<file path="src/sv/v3n_div_cell.sv">
`default_nettype none
// one restoring division step for the three components in parallel
module v3n_div_cell #(
    parameter int DW = 40,
    parameter int QW = 64,
    parameter int FW = 34
) (
    input  wire              clk,
    input  wire              rst_n,
    input  wire              vld_in,
    input  wire  [DW-1:0]    den_in,
    input  wire  [3*DW-1:0]  rem_in,
    input  wire  [3*QW-1:0]  quo_in,
    input  wire  [FW-1:0]    flg_in,
    output logic             vld_out,
    output logic [DW-1:0]    den_out,
    output logic [3*DW-1:0]  rem_out,
    output logic [3*QW-1:0]  quo_out,
    output logic [FW-1:0]    flg_out
);
    logic [3*DW-1:0] rem_n;
    logic [3*QW-1:0] quo_n;
    logic [DW:0]     sh;

    // shift in a zero bit, subtract when it fits
    always_comb
    begin
        rem_n = '0;
        quo_n = '0;
        sh    = '0;
        for (int i = 0; i < 3; i++)
        begin
            sh = {rem_in[i*DW +: DW], 1'b0};
            if (sh >= {1'b0, den_in})
            begin
                rem_n[i*DW +: DW] = DW'(sh - {1'b0, den_in});
                quo_n[i*QW +: QW] = {quo_in[i*QW +: QW-1], 1'b1};
            end
            else
            begin
                rem_n[i*DW +: DW] = sh[DW-1:0];
                quo_n[i*QW +: QW] = {quo_in[i*QW +: QW-1], 1'b0};
            end
        end
    end

    always_ff @(posedge clk or negedge rst_n)
    begin
        if (!rst_n)
            vld_out <= 1'b0;
        else
            vld_out <= vld_in;
    end

    always_ff @(posedge clk)
    begin
        den_out <= den_in;
        rem_out <= rem_n;
        quo_out <= quo_n;
        flg_out <= flg_in;
    end
endmodule
`default_nettype wire
</file>
<file path="config.mk">
export PLATFORM = sky130hd
export DESIGN_NAME = v3n_div_cell
export DESIGN_NICKNAME = d
export VERILOG_FILES = /design/src/sv/v3n_div_cell.sv
export SDC_FILE = /design/constraint.sdc
export NUM_CORES = 1
export LEC_CHECK = 0
export BUFFER_PORTS_ARGS = -buffer_cell sky130_fd_sc_hd__buf_4
export CAP_MARGIN = 30
export CORE_AREA = 8 8 293 295
export DETAILED_ROUTE_END_ITERATION = 16
export DIE_AREA = 0 0 301 303
export GPL_ROUTABILITY_DRIVEN = 1
export SLEW_MARGIN = 30
export SYNTH_ARGS = -nofsm -noshare
export SYNTH_HDL_FRONTEND = slang
export SYNTH_SLANG_ARGS = --single-unit
</file>
<file path="constraint.sdc">
create_clock -name clk -period 0.8 [get_ports clk]
set_input_delay 0.12 -clock clk [delete_from_list [all_inputs] [get_ports clk]]
set_output_delay 0.12 -clock clk [all_outputs]
set_load 0.01 [all_outputs]
</file>
==> impl_summary.md <==
Global route
For this run, global-route usage on met3 was measured as 6.369%. The met2 track demand over resource is 41.96%. The total routing usage reported by global routing is 21.99%.

The first global-routing pass estimated 145900 um of wire. The most heavily used metal layer in global routing is met2. The residual overflow from global routing is 0.

The met1 track demand over resource in global routing is 22.69%. The number of global-route vias before repair was 19723. The initial antenna violation count came to 41. The pin count of the biggest net entering global routing is 16.

Floorplan
776 I/O pins were placed. The core region is 81190 um2. From left edge to right edge, the die measures 301 um. The die covers 91200 um2. The placement row count is 105. The die span in y is 303 um. For this configuration, the core starts out at a cell density of 19.45%.

Timing
Setup violations remaining at the end of the flow were counted as 510. The post-layout worst setup margin is -1633 ps. The total count of hold-check failures in the final report is 2.

On the final layout, the worst hold slack is -194.9 ps. Of the available clock period, the critical path in the final layout requires 304.1%. Timing would allow up to 0.4111 GHz.

The post-route setup TNS is -314330 ps. For the finished layout, the period the worst path requires is 2433 ps. At the pin with the least slew margin, the transition time is 441.3 ps. Setup repair after global routing could not meet its margin everywhere. The final max-slew violation count is 0. The worst-case headroom to the max-slew limit is 70.40%.

Final layout
The synthesis-to-layout area growth is 136.9%. The final net count is 3771. The ratio of cells with drive above 1 in the final layout is 64.47%. In the final layout, the multi-input gates occupy 9682 um2. The filler-free cell count of the finished design is 4388. Cells fill 46.07% of the core in the end. The area occupied by registers is 8254 um2. The filler cell count is 7311.

Routing
The first detailed-routing pass ran for 6 iterations. The routed wire length is 107900 um. The total via count after detailed routing is 18843.

The detailed router finished its first iteration with 872 violations. Dividing the detail-routed via count by the number of cells gives 4.294. The remaining design rule violation count is 0. In this run the remaining antenna-violating nets after routing total 0. The detailed-route wire length per cell is 24.58 um.

Power and ir drop
The total power density per cell area is 1899 nW/um2. The peak supply drop is 1663 uV. The static leakage is 0.01693 uW.

Synth
The fraction of registers with async set/reset is 0.2584%. The post-synthesis net count is 2077. For this run, the leading register cell type out of synthesis is dfxtp_1. The synthesized netlist devotes 17.75% of its cell area to compound gates. The average cell area after synthesis is 10.09 um2. The synthesized-area fraction occupied by xor and xnor cells is 5.712%. The synthesized netlist occupies a cell area of 15790 um2.

The arithmetic-cell share of the synthesized area counting full adders, half adders and majority gates is 9.887%. After synthesis, the share of cell area in mux cells is 4.310%. The synthesized flop and latch total is 387.

The count of mapped cells out of synthesis is 1565. The number of distinct library cells after synthesis is 77. Yosys mapped a number of flops with a built-in enable equal to 0. For this run, the number of Yosys warnings is 0. By area, the combinational part of the netlist is dominated by compound AO/OA/AOI/OAI gates.

After Yosys synthesis, and, or, nand and nor cells account for 10.43% of the synthesized area. For this run, the register share of the synthesized area comes to 49.09%.

Critical path
The number of gates on the worst path with buffers counted is 13. Traced cell by cell, the critical path runs through buf_8 > clkinvlp_4 > ha_4 > nor2b_4 > o31ai_4 > nand3b_1 > a221o_1 > a211o_1 > a21bo_4 > a211oi_4 > o21ai_2 > xor2_1 > mux2_4. In this run the worst setup path begins at den_in[2]. The cell type group with the largest total delay on the critical path is compound AO/OA/AOI/OAI gates. Data on the critical path arrives at its endpoint at 2910 ps.

For the worst setup path, the data required time is 1280 ps. The path type of the worst setup path is input pin to register. STA classifies the critical path startpoint as an input pin. The largest individual stage delay along the critical path comes from the cell a221o_1. The critical path buffer and inverter count is 2. The critical-path maximum fanout is 4.

The timing endpoint of the critical path is rem_out[78]$_DFF_P_. The endpoint class of the critical path is a register. The largest incremental delay on the critical path is 400 ps.

Placement
At the end of routability-driven placement, the weighted congestion stood at 0.9121. Port buffering added 772 buffers. The worst-case setup slack after placement is -2302 ps. The number of placed cells counting well taps is 3808. Summed over all nets, the half-perimeter wirelength after detailed placement is 83510 um.

CTS
For this design, the sink count on the clock tree is 387. Clock tree synthesis inserted a total of 48 buffers. The clock-pin slew of the registers on the worst-case setup and hold paths is 60 ps. The H-tree depth is 2. The buffer depth of the longest clock path is 3. CTS placed an instance of clkbuf_16 at the clock tree root. The TritonCTS clock tree is built.

Run
Across the run, the number of max-cap violations was 0.

Status
The flow ran to the end, but the final reports show violations. The final reports fail on negative hold slack, negative setup slack.

Min path
The tightest min-delay check is of the input pin to register type.
## cell type report
cell class / instances / share of cell area [%]
well taps: 1070 / 3.579
clock inverters: 23 / 0.9131
clock buffers: 64 / 3.642
inverters: 65 / 0.8629
diodes: 22 / 0.1472
multi-input cells: 1067 / 25.88
flip-flops and latches: 387 / 22.07
repair buffers: 1690 / 42.91
## logic make-up (layout without fill, tap and decap cells)
logic type,count (synthesis),in the layout
mux,58,58
buf+inv,111,1842
compound gates,436,436
simple gates,347,347
flops,387,387
xor+xnor,103,103
fa+ha+maj,123,123
other cells,0,22
## metrics by stage
step / hold WS [ps] / power [uW] / area [um2]
final: -194.9 / 71040 / 37410
after floorplan: -175.6 / 29860 / 16350
after CTS: -385.3 / 70520 / 36270
after global placement: -104.0 / 40780 / 26850
after detailed placement: -100.0 / 40790 / 26850
after global routing: -210.4 / 74110 / 37380
## repair_timing
action	CTS	global route
resized for setup	1001	243
hold buffers	381	1
pin swaps	48	78
gates cloned	12	3
setup endpoints to repair	510	510
hold endpoints to repair	383	3
buffers inserted	57	42
## worst min path at each step
stage          startpoint                  end  cells after the start
2_1_floorplan       rst_n    vld_out$_DFF_PN0_                      0
3_3_place_gp        rst_n    vld_out$_DFF_PN0_                      1
3_5_place_dp        rst_n    vld_out$_DFF_PN0_                      1
4_1_cts         den_in[9]   den_out[9]$_DFF_P_                      1
5_1_grt        rem_in[40]  rem_out[41]$_DFF_P_                      3
6_report       rem_in[40]  rem_out[41]$_DFF_P_                      3
## placed cells by master, fill, tap and decap left out, types with 8 or more instances in the layout
master           n
ha_1            78
buf_4          813
diode_2         22
nor3_1           9
buf_12          38
o21ai_1         11
buf_16           9
xnor2_1         62
a31oi_1         10
o21ai_2         15
a21oi_4         15
dfxtp_2        371
o21a_1          19
nand4_1         28
ha_4            41
clkbuf_16       52
dlygate4sd3_1  382
buf_6          437
dfxtp_4         10
a21oi_2         57
a21o_1          69
buf_8            8
mux2_4          47
nand2b_1        11
nor2b_1         10
nor2_4          46
clkbuf_8         8
nor2_1          66
o21bai_1        13
xor2_1          37
inv_1           44
o21ai_0         47
nand3_1         16
nand2_1         81
o211ai_1         8
clkinvlp_4      19
a21oi_1         97
and3_1          11
## synth_stat cells, types with 4 or more instances
cell type	count	share of area, %
dfxtp_1	386	49
a21oi_1	167	5.3
ha_1	120	9.5
nor2_1	119	2.8
nand2_1	86	2.0
a21o_1	69	3.3
o21ai_0	69	2.2
inv_1	65	1.5
xnor2_1	65	3.6
mux2_2	40	2.9
xor2_1	38	2.1
clkbuf_1	33	0.78
nand4_1	28	1.1
o21a_1	19	0.90
nand3_1	18	0.57
nor2b_1	17	0.67
nor3_1	16	0.51
and3_1	14	0.55
o21bai_1	14	0.67
a31oi_1	12	0.48
nand2b_1	12	0.48
buf_2	11	0.35
and2_1	9	0.36
mux2_4	9	0.86
a211oi_1	8	0.38
o211ai_1	8	0.38
a21boi_0	6	0.29
mux2i_1	5	0.32
nand3b_1	5	0.24
nor4_1	5	0.20
o2111ai_1	5	0.28
o21ai_1	5	0.16
or3_1	5	0.20
mux2_1	4	0.29
o31a_1	4	0.22
o31ai_1	4	0.19
o41ai_1	4	0.22
## sequential cells by signal, indices dropped and copies added, names as in the netlist
name,count
flg_out,34
vld_out,1
quo_out,192
den_out,40
rem_out,120
## metal layers
layer	vias up	part of all wire (%)
met4	10	4.5
met5	-	0.057
met1	8909	35
met3	208	7.5
met2	741	53
li1	8975	-
## where the power goes
part	internal (uW)	switching, uW
Sequential	21800	1170
Combinational	13700	10600
Clock	14300	9490
No activity file was read; power rests on OpenSTA's default activity.
