===== config.mk =====
export PLATFORM = sky130hd
export DESIGN_NAME = v3n_sqrt_cell
export DESIGN_NICKNAME = d
export VERILOG_FILES = /design/src/sv/v3n_sqrt_cell.sv
export SDC_FILE = /design/constraint.sdc
export NUM_CORES = 1
export LEC_CHECK = 0
export ABC_AREA = 1
export BUFFER_PORTS_ARGS = -buffer_cell sky130_fd_sc_hd__clkbuf_2
export CAP_MARGIN = 25
export CORE_UTILIZATION = 35
export CTS_CLUSTER_DIAMETER = 50
export CTS_CLUSTER_SIZE = 8
export DETAILED_ROUTE_END_ITERATION = 12
export GPL_ROUTABILITY_DRIVEN = 0
export PLACE_DENSITY_LB_ADDON = 0.25
export SLEW_MARGIN = 20
export SYNTH_ARGS = -nofsm -noshare
export SYNTH_HDL_FRONTEND = slang
export SYNTH_SLANG_ARGS = --single-unit
export TNS_END_PERCENT = 50

===== constraint.sdc =====
create_clock -name clk -period 0.8 [get_ports clk]
set_clock_uncertainty 0.15 [all_clocks]
set_input_delay 0.08 -clock clk [delete_from_list [all_inputs] [get_ports clk]]
set_output_delay 0.08 -clock clk [all_outputs]
set_load 0.02 [all_outputs]

===== src/sv/v3n_sqrt_cell.sv =====
`default_nettype none
// one restoring square root step: takes one radicand bit pair per cycle
module v3n_sqrt_cell #(
    parameter int RW = 40,
    parameter int SW = 80,
    parameter int CW = 34
) (
    input  wire           clk,
    input  wire           rst_n,
    input  wire           vld_in,
    input  wire  [SW-1:0] rad_in,
    input  wire  [RW-1:0] root_in,
    input  wire  [RW+1:0] rem_in,
    input  wire  [CW-1:0] car_in,
    output logic          vld_out,
    output logic [SW-1:0] rad_out,
    output logic [RW-1:0] root_out,
    output logic [RW+1:0] rem_out,
    output logic [CW-1:0] car_out
);
    logic [RW+1:0] rem_sh;
    logic [RW+1:0] trial;
    logic          take;

    // trial subtract of 4*root+1 from the shifted remainder
    always_comb
    begin
        rem_sh = {rem_in[RW-1:0], rad_in[SW-1:SW-2]};
        trial  = {root_in, 2'b01};
        take   = rem_sh >= trial;
    end

    always_ff @(posedge clk or negedge rst_n)
    begin
        if (!rst_n)
            vld_out <= 1'b0;
        else
            vld_out <= vld_in;
    end

    always_ff @(posedge clk)
    begin
        rad_out  <= {rad_in[SW-3:0], 2'b00};
        root_out <= {root_in[RW-2:0], take};
        rem_out  <= take ? rem_sh - trial : rem_sh;
        car_out  <= car_in;
    end
endmodule
`default_nettype wire


==> results.txt, run 1 <==
----------------------------------------------------
[Status]
  Outcome ... finished with violations
  Violations in the final reports ... negative hold slack, negative setup slack

[Yosys]
  Synth async-reset ratio ... 0.00513
  Top post-synthesis cells by count ... nand2_1, dfxtp_1, inv_1
  Number of unique standard cell types used by synthesis ... 29
  Yosys warnings ... 0
  Top post-synthesis cells by area ... dfxtp_1, nand2_1, inv_1, ha_1, nor2_1
  Mean cell area of the mapped netlist ... 7.50 sq um
  Share of Yosys cell area claimed by the top area cell type ... 0.484
  Primary flip-flop cell chosen by synthesis mapping ... dfxtp_1
  EDFF count, synth ... 0
  Most common cell in the synthesized netlist ... nand2_1
  Post-synthesis sequential area ratio ... 0.487
  Post-synthesis cell type with the largest combined area ... dfxtp_1
  Count of mapped cells out of synthesis ... 1070
  Number of synthesized register bits ... 195
  Mapped cell area ... 8030 sq um

[Global routing]
  Initial antenna violation count ... 0
  Largest net degree at the start of global routing ... 23
  Via count of the first global-routing pass ... 9687
  Global routing usage summed across all routing layers ... 0.278
  Overall overflow remaining after global route ... 0
  Global-route wire length before repair ... 50.4 mm

[Critical path]
  Crit. End Element ... flop
  Startpoint class of the critical path ... input port
  Data arrival, critical path ... 1.79 ns
  Largest fanout of any net on the critical path ... 8
  Endpoint required time on the critical path ... 1.03 ns
  Crit Path Category ... in2reg

[Power]
  Switching component of the power ... 10.1 mW
  Leakage power total ... a little under 9 nW
  Sequential Power Share ... 0.369
  Power Total ... 30.1 mW
  Maximum VDD drop ... 1.29 mV
  Fraction of power consumed by combinational cells ... 0.333
  Switching Share ... 0.335
  Internal power summed over all cells ... 20.0 mW
  Relative contribution of the clock network to total power ... 0.298
  Power density relative to cell area ... between 1500 and 2000 nW/um^2

[Floorplan]
  CORE AREA ... 22600 sq um
  Area of the die ... 23600 sq um
  Core Rows ... 55
  Horizontal die dimension ... 153 microns
  Io pins ... 396
  Starting Density ... 0.356
  Overall die height ... 153 microns

[Clocking]
  H-tree levels ... 4
  CTS clock-pin slew for the worst setup and hold paths ... 0.08 ns
  Clock tree from TritonCTS ... built
  Max Buffers Root-to-Sink ... 2
  CTS Root Cell ... clkbuf_16
  CTS Sinks ... 195
  Number of buffers inserted during clock tree synthesis ... 17

[STA]
  Number of hold violations in the final report ... 12
  Highest Clock Rate ... between 600 and 700 MHz
  Share of the cycle needed by the critical path after routing ... 1.96
  Final Critical Period ... 1.57 ns
  Final Slew Violations ... 0
  Number of setup violations in the final report ... 238
  Final hold slack ... -0.303 ns
  Post-layout worst setup margin ... -0.765 ns
  RSZ-0062 raised after global routing ... yes

[Route]
  Count of routing violations after the opening detailed-route iteration ... 590
  Average vias per placed instance ... 4.64
  Number of nets with antenna violations after detailed routing ... 0
  Per-cell routed wire length ... 17.5 microns
  Total wirelength of the detailed-routed design ... 36.9 mm
  Total iterations of the first detailed-routing run ... 5
  Final routed DRC violation total ... 0
  Vias ... 9809

[Placed design]
  Detailed placement HPWL ... ~23 mm
  Worst setup timing slack at the placement stage ... -1.26 ns
  Quantity of I/O buffers inserted on ports ... 391

[Finish]
  Layout fillers ... 1436
  Final net count ... 2056
  Signed area change from the synthesized netlist to the final layout ... 113%
  Register Area ... a little over 4000 sq um
  Multi-input gate area in the final layout ... 4520 sq um
  Diodes inserted ... 0
  Post-layout utilization of the core ... 0.756
  Fraction of layout cells with a size suffix above 1 ... 0.553

[Hold path]
  Path type of the worst min-delay path ... in2reg
  Hold path cells ... 3

[Flow run]
  Max Cap Viol ... 0

----------------------------------------------------
-- power by group through the flow --
stage	clock network (mW)	registers (mW)	logic (mW)
global route	9.49	11.2	10.6
CTS	9.02	10.9	8.75
finish	8.97	11.1	10.0
detailed placement	0	11.0	6.89
global placement	0	11.0	6.82
floorplan	0	12.0	2.86
-- path summary, 6_finish.rpt --
| path | slack, ns | endpoint | startpoint |
|---|---|---|---|
| worst max-delay path | -0.77 | rem_out[15]$_DFF_P_ | rem_in[13] |
| worst min-delay path | -0.30 | rem_out[19]$_DFF_P_ | rem_in[17] |
| max in group asynchronous | 0.05 | vld_out$_DFF_PN0_ | rst_n |
| min in group asynchronous | 0.34 | vld_out$_DFF_PN0_ | rst_n |
-- timing repair --
action                                  4_1_cts  5_1_grt
cloned                                        1        2
gates resized for setup                     400      508
endpoints found under the setup margin      238      238
pin swaps                                    13       65
hold buffers                                179       10
hold endpoints to repair                    195       18
setup buffers                                10       10
-- layout make-up --
class | instances | share of cell area
well taps | 285 | 0.0209
flip-flops and latches | 195 | 0.242
multi-input cells | 673 | 0.265
clock buffers | 18 | 0.0251
clock inverters | 14 | 0.0106
repair buffers | 735 | 0.392
inverters | 193 | 0.0449
-- stage by stage --
stage               cells  cell area, sq um  setup TNS (ns)
floorplan            1071              8620          -36.00
detailed placement   1869             11900          -52.64
CTS                  2091             15700          -95.64
finish               2113             17100          -95.23
global placement     1869             11900          -51.73
global route         2113             17100         -103.39
-- state kept, by name (all words and copies together), names as in the netlist --
name and flops:
rad_out 78, car_out 34, rem_out 42, root_out 40, vld_out 1
-- metal layers --
metal | up-vias | routed length, microns | share of wire | global-route usage
met5 | - | 0 | 0 | 0
met4 | 0 | 2440 | 0.066 | 0.177
met3 | 156 | 2210 | 0.060 | 0.0544
met2 | 458 | 18800 | 0.51 | 0.501
met1 | 4483 | 13400 | 0.36 | 0.297
li1 | 4712 | - | - | -
-- cells by family (layout without fill, tap and decap cells) --
kind of cell / after synthesis / count (layout) / share of synthesized area
AOI/OAI and AO/OA: 51 / 51 / 0.0340
xor gates and xnor gates: 23 / 23 / 0.0251
adders and majority gates: 42 / 42 / 0.0655
buffers and inverters: 203 / 960 / 0.104
DFF: 195 / 195 / 0.487
other: 1 / 2 / 0.000467
and+or+nand+nor: 555 / 555 / 0.285
-- layout by cell type, fill, tap and decap left out, types with 7 or more instances in the layout --
| cell type | instances |
|---|---|
| a21oi_1 | 16 |
| a21oi_2 | 14 |
| buf_4 | 147 |
| buf_6 | 93 |
| buf_8 | 34 |
| clkbuf_16 | 19 |
| clkbuf_2 | 187 |
| clkbuf_8 | 74 |
| dfxtp_1 | 24 |
| dfxtp_2 | 168 |
| dlygate4sd3_1 | 189 |
| ha_4 | 39 |
| inv_1 | 149 |
| inv_2 | 35 |
| nand2_1 | 307 |
| nand2_2 | 70 |
| nand2_4 | 25 |
| nand3_1 | 34 |
| nand3_2 | 12 |
| nor2_1 | 39 |
| nor2_2 | 23 |
| nor2_4 | 19 |
| o21ai_0 | 7 |
| xor2_1 | 21 |
-- worst max-delay path: stages --
cell      delay (ns)
clkbuf_2        0.12
ha_4            0.28
nand2_1         0.10
nand2_2         0.10
a21oi_4         0.16
nand2_2         0.09
nand2_2         0.11
nand3_4         0.10
nand2_4         0.10
nand2_8         0.10
inv_12          0.13
buf_12          0.16
nand2_1         0.08
nand2_1         0.08
Note: power is estimated with default switching activity, not from simulation.
==> run 2, diff against run 1 <==
--- a/config.mk
+++ b/config.mk
@@ -14,6 +14,7 @@
 export DETAILED_ROUTE_END_ITERATION = 12
 export GPL_ROUTABILITY_DRIVEN = 0
 export PLACE_DENSITY_LB_ADDON = 0.25
+export SETUP_SLACK_MARGIN = 0.15
 export SLEW_MARGIN = 20
 export SYNTH_ARGS = -nofsm -noshare
 export SYNTH_HDL_FRONTEND = slang
==> run 2 against run 1 <==
Compared with the run above:
- the run still ends with negative hold slack, negative setup slack left
- sequential share of layout area grew 0.79 points
- sequential cell count unchanged
- power fell by 2.4%
- combinational power is 5% lower
- die area unchanged
- first-iteration DRC count down 27%
- setup slack improved by 0.044 ns
- routed wire length fell by 6.5%
- non-clock buffer count down 36
- sequential power barely moved
- clock power decreased by 1%
- critical path type unchanged
- critical endpoint is now rem_out[16]$_DFF_P_
==> results.txt, run 2 (synthesized netlist as in run 1, its figures left out) <==
----------------------------------------------------
[Hold path]
  Worst min-delay path startpoint ... rem_in[3]
  Path type of the worst min-delay path ... in2reg
  Hold path cells ... 3 (unchanged)

[Finish]
  Multi-input gate area in the final layout ... 4530 sq um (+0.11%)
  Signed area change from the synthesized netlist to the final layout ... 103%
  Largest Register ... rad_out
  Layout fillers ... 1612 (+12%)
  Final design instance area without fill ... 16300 sq um (-4.6%)
  Flip-flop count of the largest register, all copies and words added ... 78 (unchanged)
  Final net count ... 2020 (-1.8%)
  Biggest registers after layout ... rad_out: 78 flops, rem_out: 42 flops, root_out: 40 flops
  Most frequent cells in the layout ... nand2_1, clkbuf_2, dlygate4sd3_1
  Commonest non-fill, non-tap cell in the layout ... nand2_1
  Final standard cell count with taps included and fillers excluded ... 2078 (-1.7%)
  Fraction of layout cells with a size suffix above 1 ... 0.535 (-0.0179)
  Register Area ... 4060 sq um (-1.5%)

[Global routing]
  Initial antenna violation count ... 1 (+1)
  Global routing usage summed across all routing layers ... 0.274 (-0.00422)
  Via count of the first global-routing pass ... 9430 (-2.7%)
  Overall overflow remaining after global route ... 0 (unchanged)
  Largest net degree at the start of global routing ... 23 (unchanged)
  Global-route wire length before repair ... 49.6 mm (-1.6%)

[Critical path]
  Depth of the critical timing path with buffers and inverters included ... 14 (unchanged)
  Crit Path Category ... in2reg
  Startpoint class of the critical path ... input port
  Kind of cell with the highest combined delay on the critical path ... simple AND/OR/NAND/NOR gates
  Endpoint required time on the critical path ... 0.98 ns (-0.05 ns)
  Largest fanout of any net on the critical path ... 7 (-1)
  Cell seen most often among critical-path stages ... nand2_4
  Critical path cell sequence ... clkbuf_2 -> ha_4 -> nand2_4 -> nor2_4 -> nand2_4 -> nor2_4 -> nand2_4 -> nand3_4 -> nand2_4 -> nand2_8 -> inv_12 -> clkbuf_16 -> nand2_1 -> nand2_1
  Max stage delay on crit path ... 0.31 ns (+0.03 ns)
  Highest-delay cell along the critical path ... ha_4
  Crit. End Element ... flop
  Crit. Startpoint ... rem_in[16]
  Data arrival, critical path ... 1.70 ns (-0.09 ns)
  Crit path buffers/inverters ... 3 (unchanged)

[STA]
  Final Slew Violations ... 0 (unchanged)
  Final hold slack ... -0.311 ns (-0.00763 ns)
  Share of the cycle needed by the critical path after routing ... 1.90 (-0.0556)
  Number of hold violations in the final report ... 41 (+29)
  Highest Clock Rate ... 658 MHz (+2.9%)
  RSZ-0062 raised after global routing ... yes
  Number of setup violations in the final report ... 238 (unchanged)
  Final Critical Period ... 1.52 ns (-0.0445 ns)
  Post-layout worst setup margin ... -0.721 ns (+0.0445 ns)

[Clocking]
  Number of buffers inserted during clock tree synthesis ... 17 (unchanged)
  Clock tree from TritonCTS ... built
  CTS Root Cell ... clkbuf_16
  Max Buffers Root-to-Sink ... 2 (unchanged)
  CTS Sinks ... 195 (unchanged)
  CTS clock-pin slew for the worst setup and hold paths ... 0.09 ns (about the same)
  H-tree levels ... 4 (unchanged)

[Route]
  Average vias per placed instance ... 4.54 (-2.2%)
  Count of routing violations after the opening detailed-route iteration ... 433 (-27%)
  Total wirelength of the detailed-routed design ... 34.5 mm (-6.5%)
  Per-cell routed wire length ... 16.6 microns (-4.9%)
  Vias ... 9434 (-3.8%)
  Final routed DRC violation total ... 0 (unchanged)
  Total iterations of the first detailed-routing run ... 5 (unchanged)
  Number of nets with antenna violations after detailed routing ... 0 (unchanged)

[Placed design]
  Detailed placement HPWL ... 22.7 mm (unchanged)
  Inst Count DP ... 1869 (unchanged)
  Worst setup timing slack at the placement stage ... -1.26 ns (unchanged)
  Quantity of I/O buffers inserted on ports ... 391 (unchanged)
  Post-DP Area ... 11900 sq um (unchanged)

[Power]
  Power density relative to cell area ... 1800 nW/um^2 (+2.4%)
  Leakage power total ... 8.42 nW (-2.9%)
  Maximum VDD drop ... 1.27 mV (-1.9%)

[Floorplan]
  Starting Density ... 0.356 (unchanged)
  Core Rows ... 55 (unchanged)
  Area of the die ... 23600 sq um (unchanged)
  CORE AREA ... 22600 sq um (unchanged)
  Horizontal die dimension ... 153 microns (unchanged)
  Io pins ... 396 (unchanged)
  Overall die height ... 153 microns (unchanged)

[Status]
  Violations in the final reports ... negative hold slack, negative setup slack
  Outcome ... finished with violations

[Flow run]
  Max Cap Viol ... 0 (unchanged)

----------------------------------------------------
-- run 2: cell types whose count changed in the layout (fill, tap and decap cells not counted), sizes merged --
cell,delta
diode,+1
clkbuf,+78
buf,-80
dlygate4sd3,-34
-- run 2: tightest hold or removal path: stages --
cell,delay (ns)
buf_6,0.09
nand2_4,0.04
nand2_2,0.04
-- run 2: timing repair --
| item | CTS | global route |
|---|---|---|
| cloned | 1 | 3 |
| resized for setup | 387 | 296 |
| endpoints found under the hold margin | 195 | 44 |
| setup buffers | 10 | 7 |
| pin swaps | 13 | 63 |
| hold buffers | 152 | 3 |
| endpoints found under the setup margin | 238 | 238 |
-- run 2: area by class of cell --
| type | count | share of cell area |
|---|---|---|
| timing repair buffer | 699 | 0.366 |
| tap | 285 | 0.0219 |
| antenna | 1 | 0.000154 |
| multi-input combinational | 673 | 0.278 |
| inverter | 193 | 0.0471 |
| clock inverter | 14 | 0.0111 |
| clock buffer | 18 | 0.0264 |
| sequential | 195 | 0.250 |
-- run 2: metal layers --
layer | wire length (microns) | part of all wire | GRT usage
met5 | 0 | 0 | 0
met4 | 1880 | 0.054 | 0.160
met3 | 1850 | 0.054 | 0.0525
met2 | 17600 | 0.51 | 0.493
met1 | 13200 | 0.38 | 0.299
-- run 2: metrics by stage --
step                      utilization  setup TNS (ns)  total power [mW]
after floorplan                     -          -36.00              14.9
after global placement          0.525          -51.73              17.8
after detailed placement        0.525          -52.64              17.9
after CTS                       0.682          -95.70              28.6
after global routing            0.721         -103.99              30.6
final                           0.721          -95.30              29.4
-- run 2: power breakdown --
group	switching [mW]	internal [mW]	leakage, nW
Sequential	0.361	10.6	1.65
Combinational	4.87	4.67	6.47
Clock	4.56	4.29	0.294
Total	9.79	19.6	8.42
-- run 2: path summary, 6_finish.rpt --
| path | to | slack [ns] |
|---|---|---|
| worst min-delay path | rem_out[5]$_DFF_P_ | -0.31 |
| min in group asynchronous | vld_out$_DFF_PN0_ | -0.17 |
| worst max-delay path | rem_out[16]$_DFF_P_ | -0.72 |
| max in group asynchronous | vld_out$_DFF_PN0_ | 0.59 |
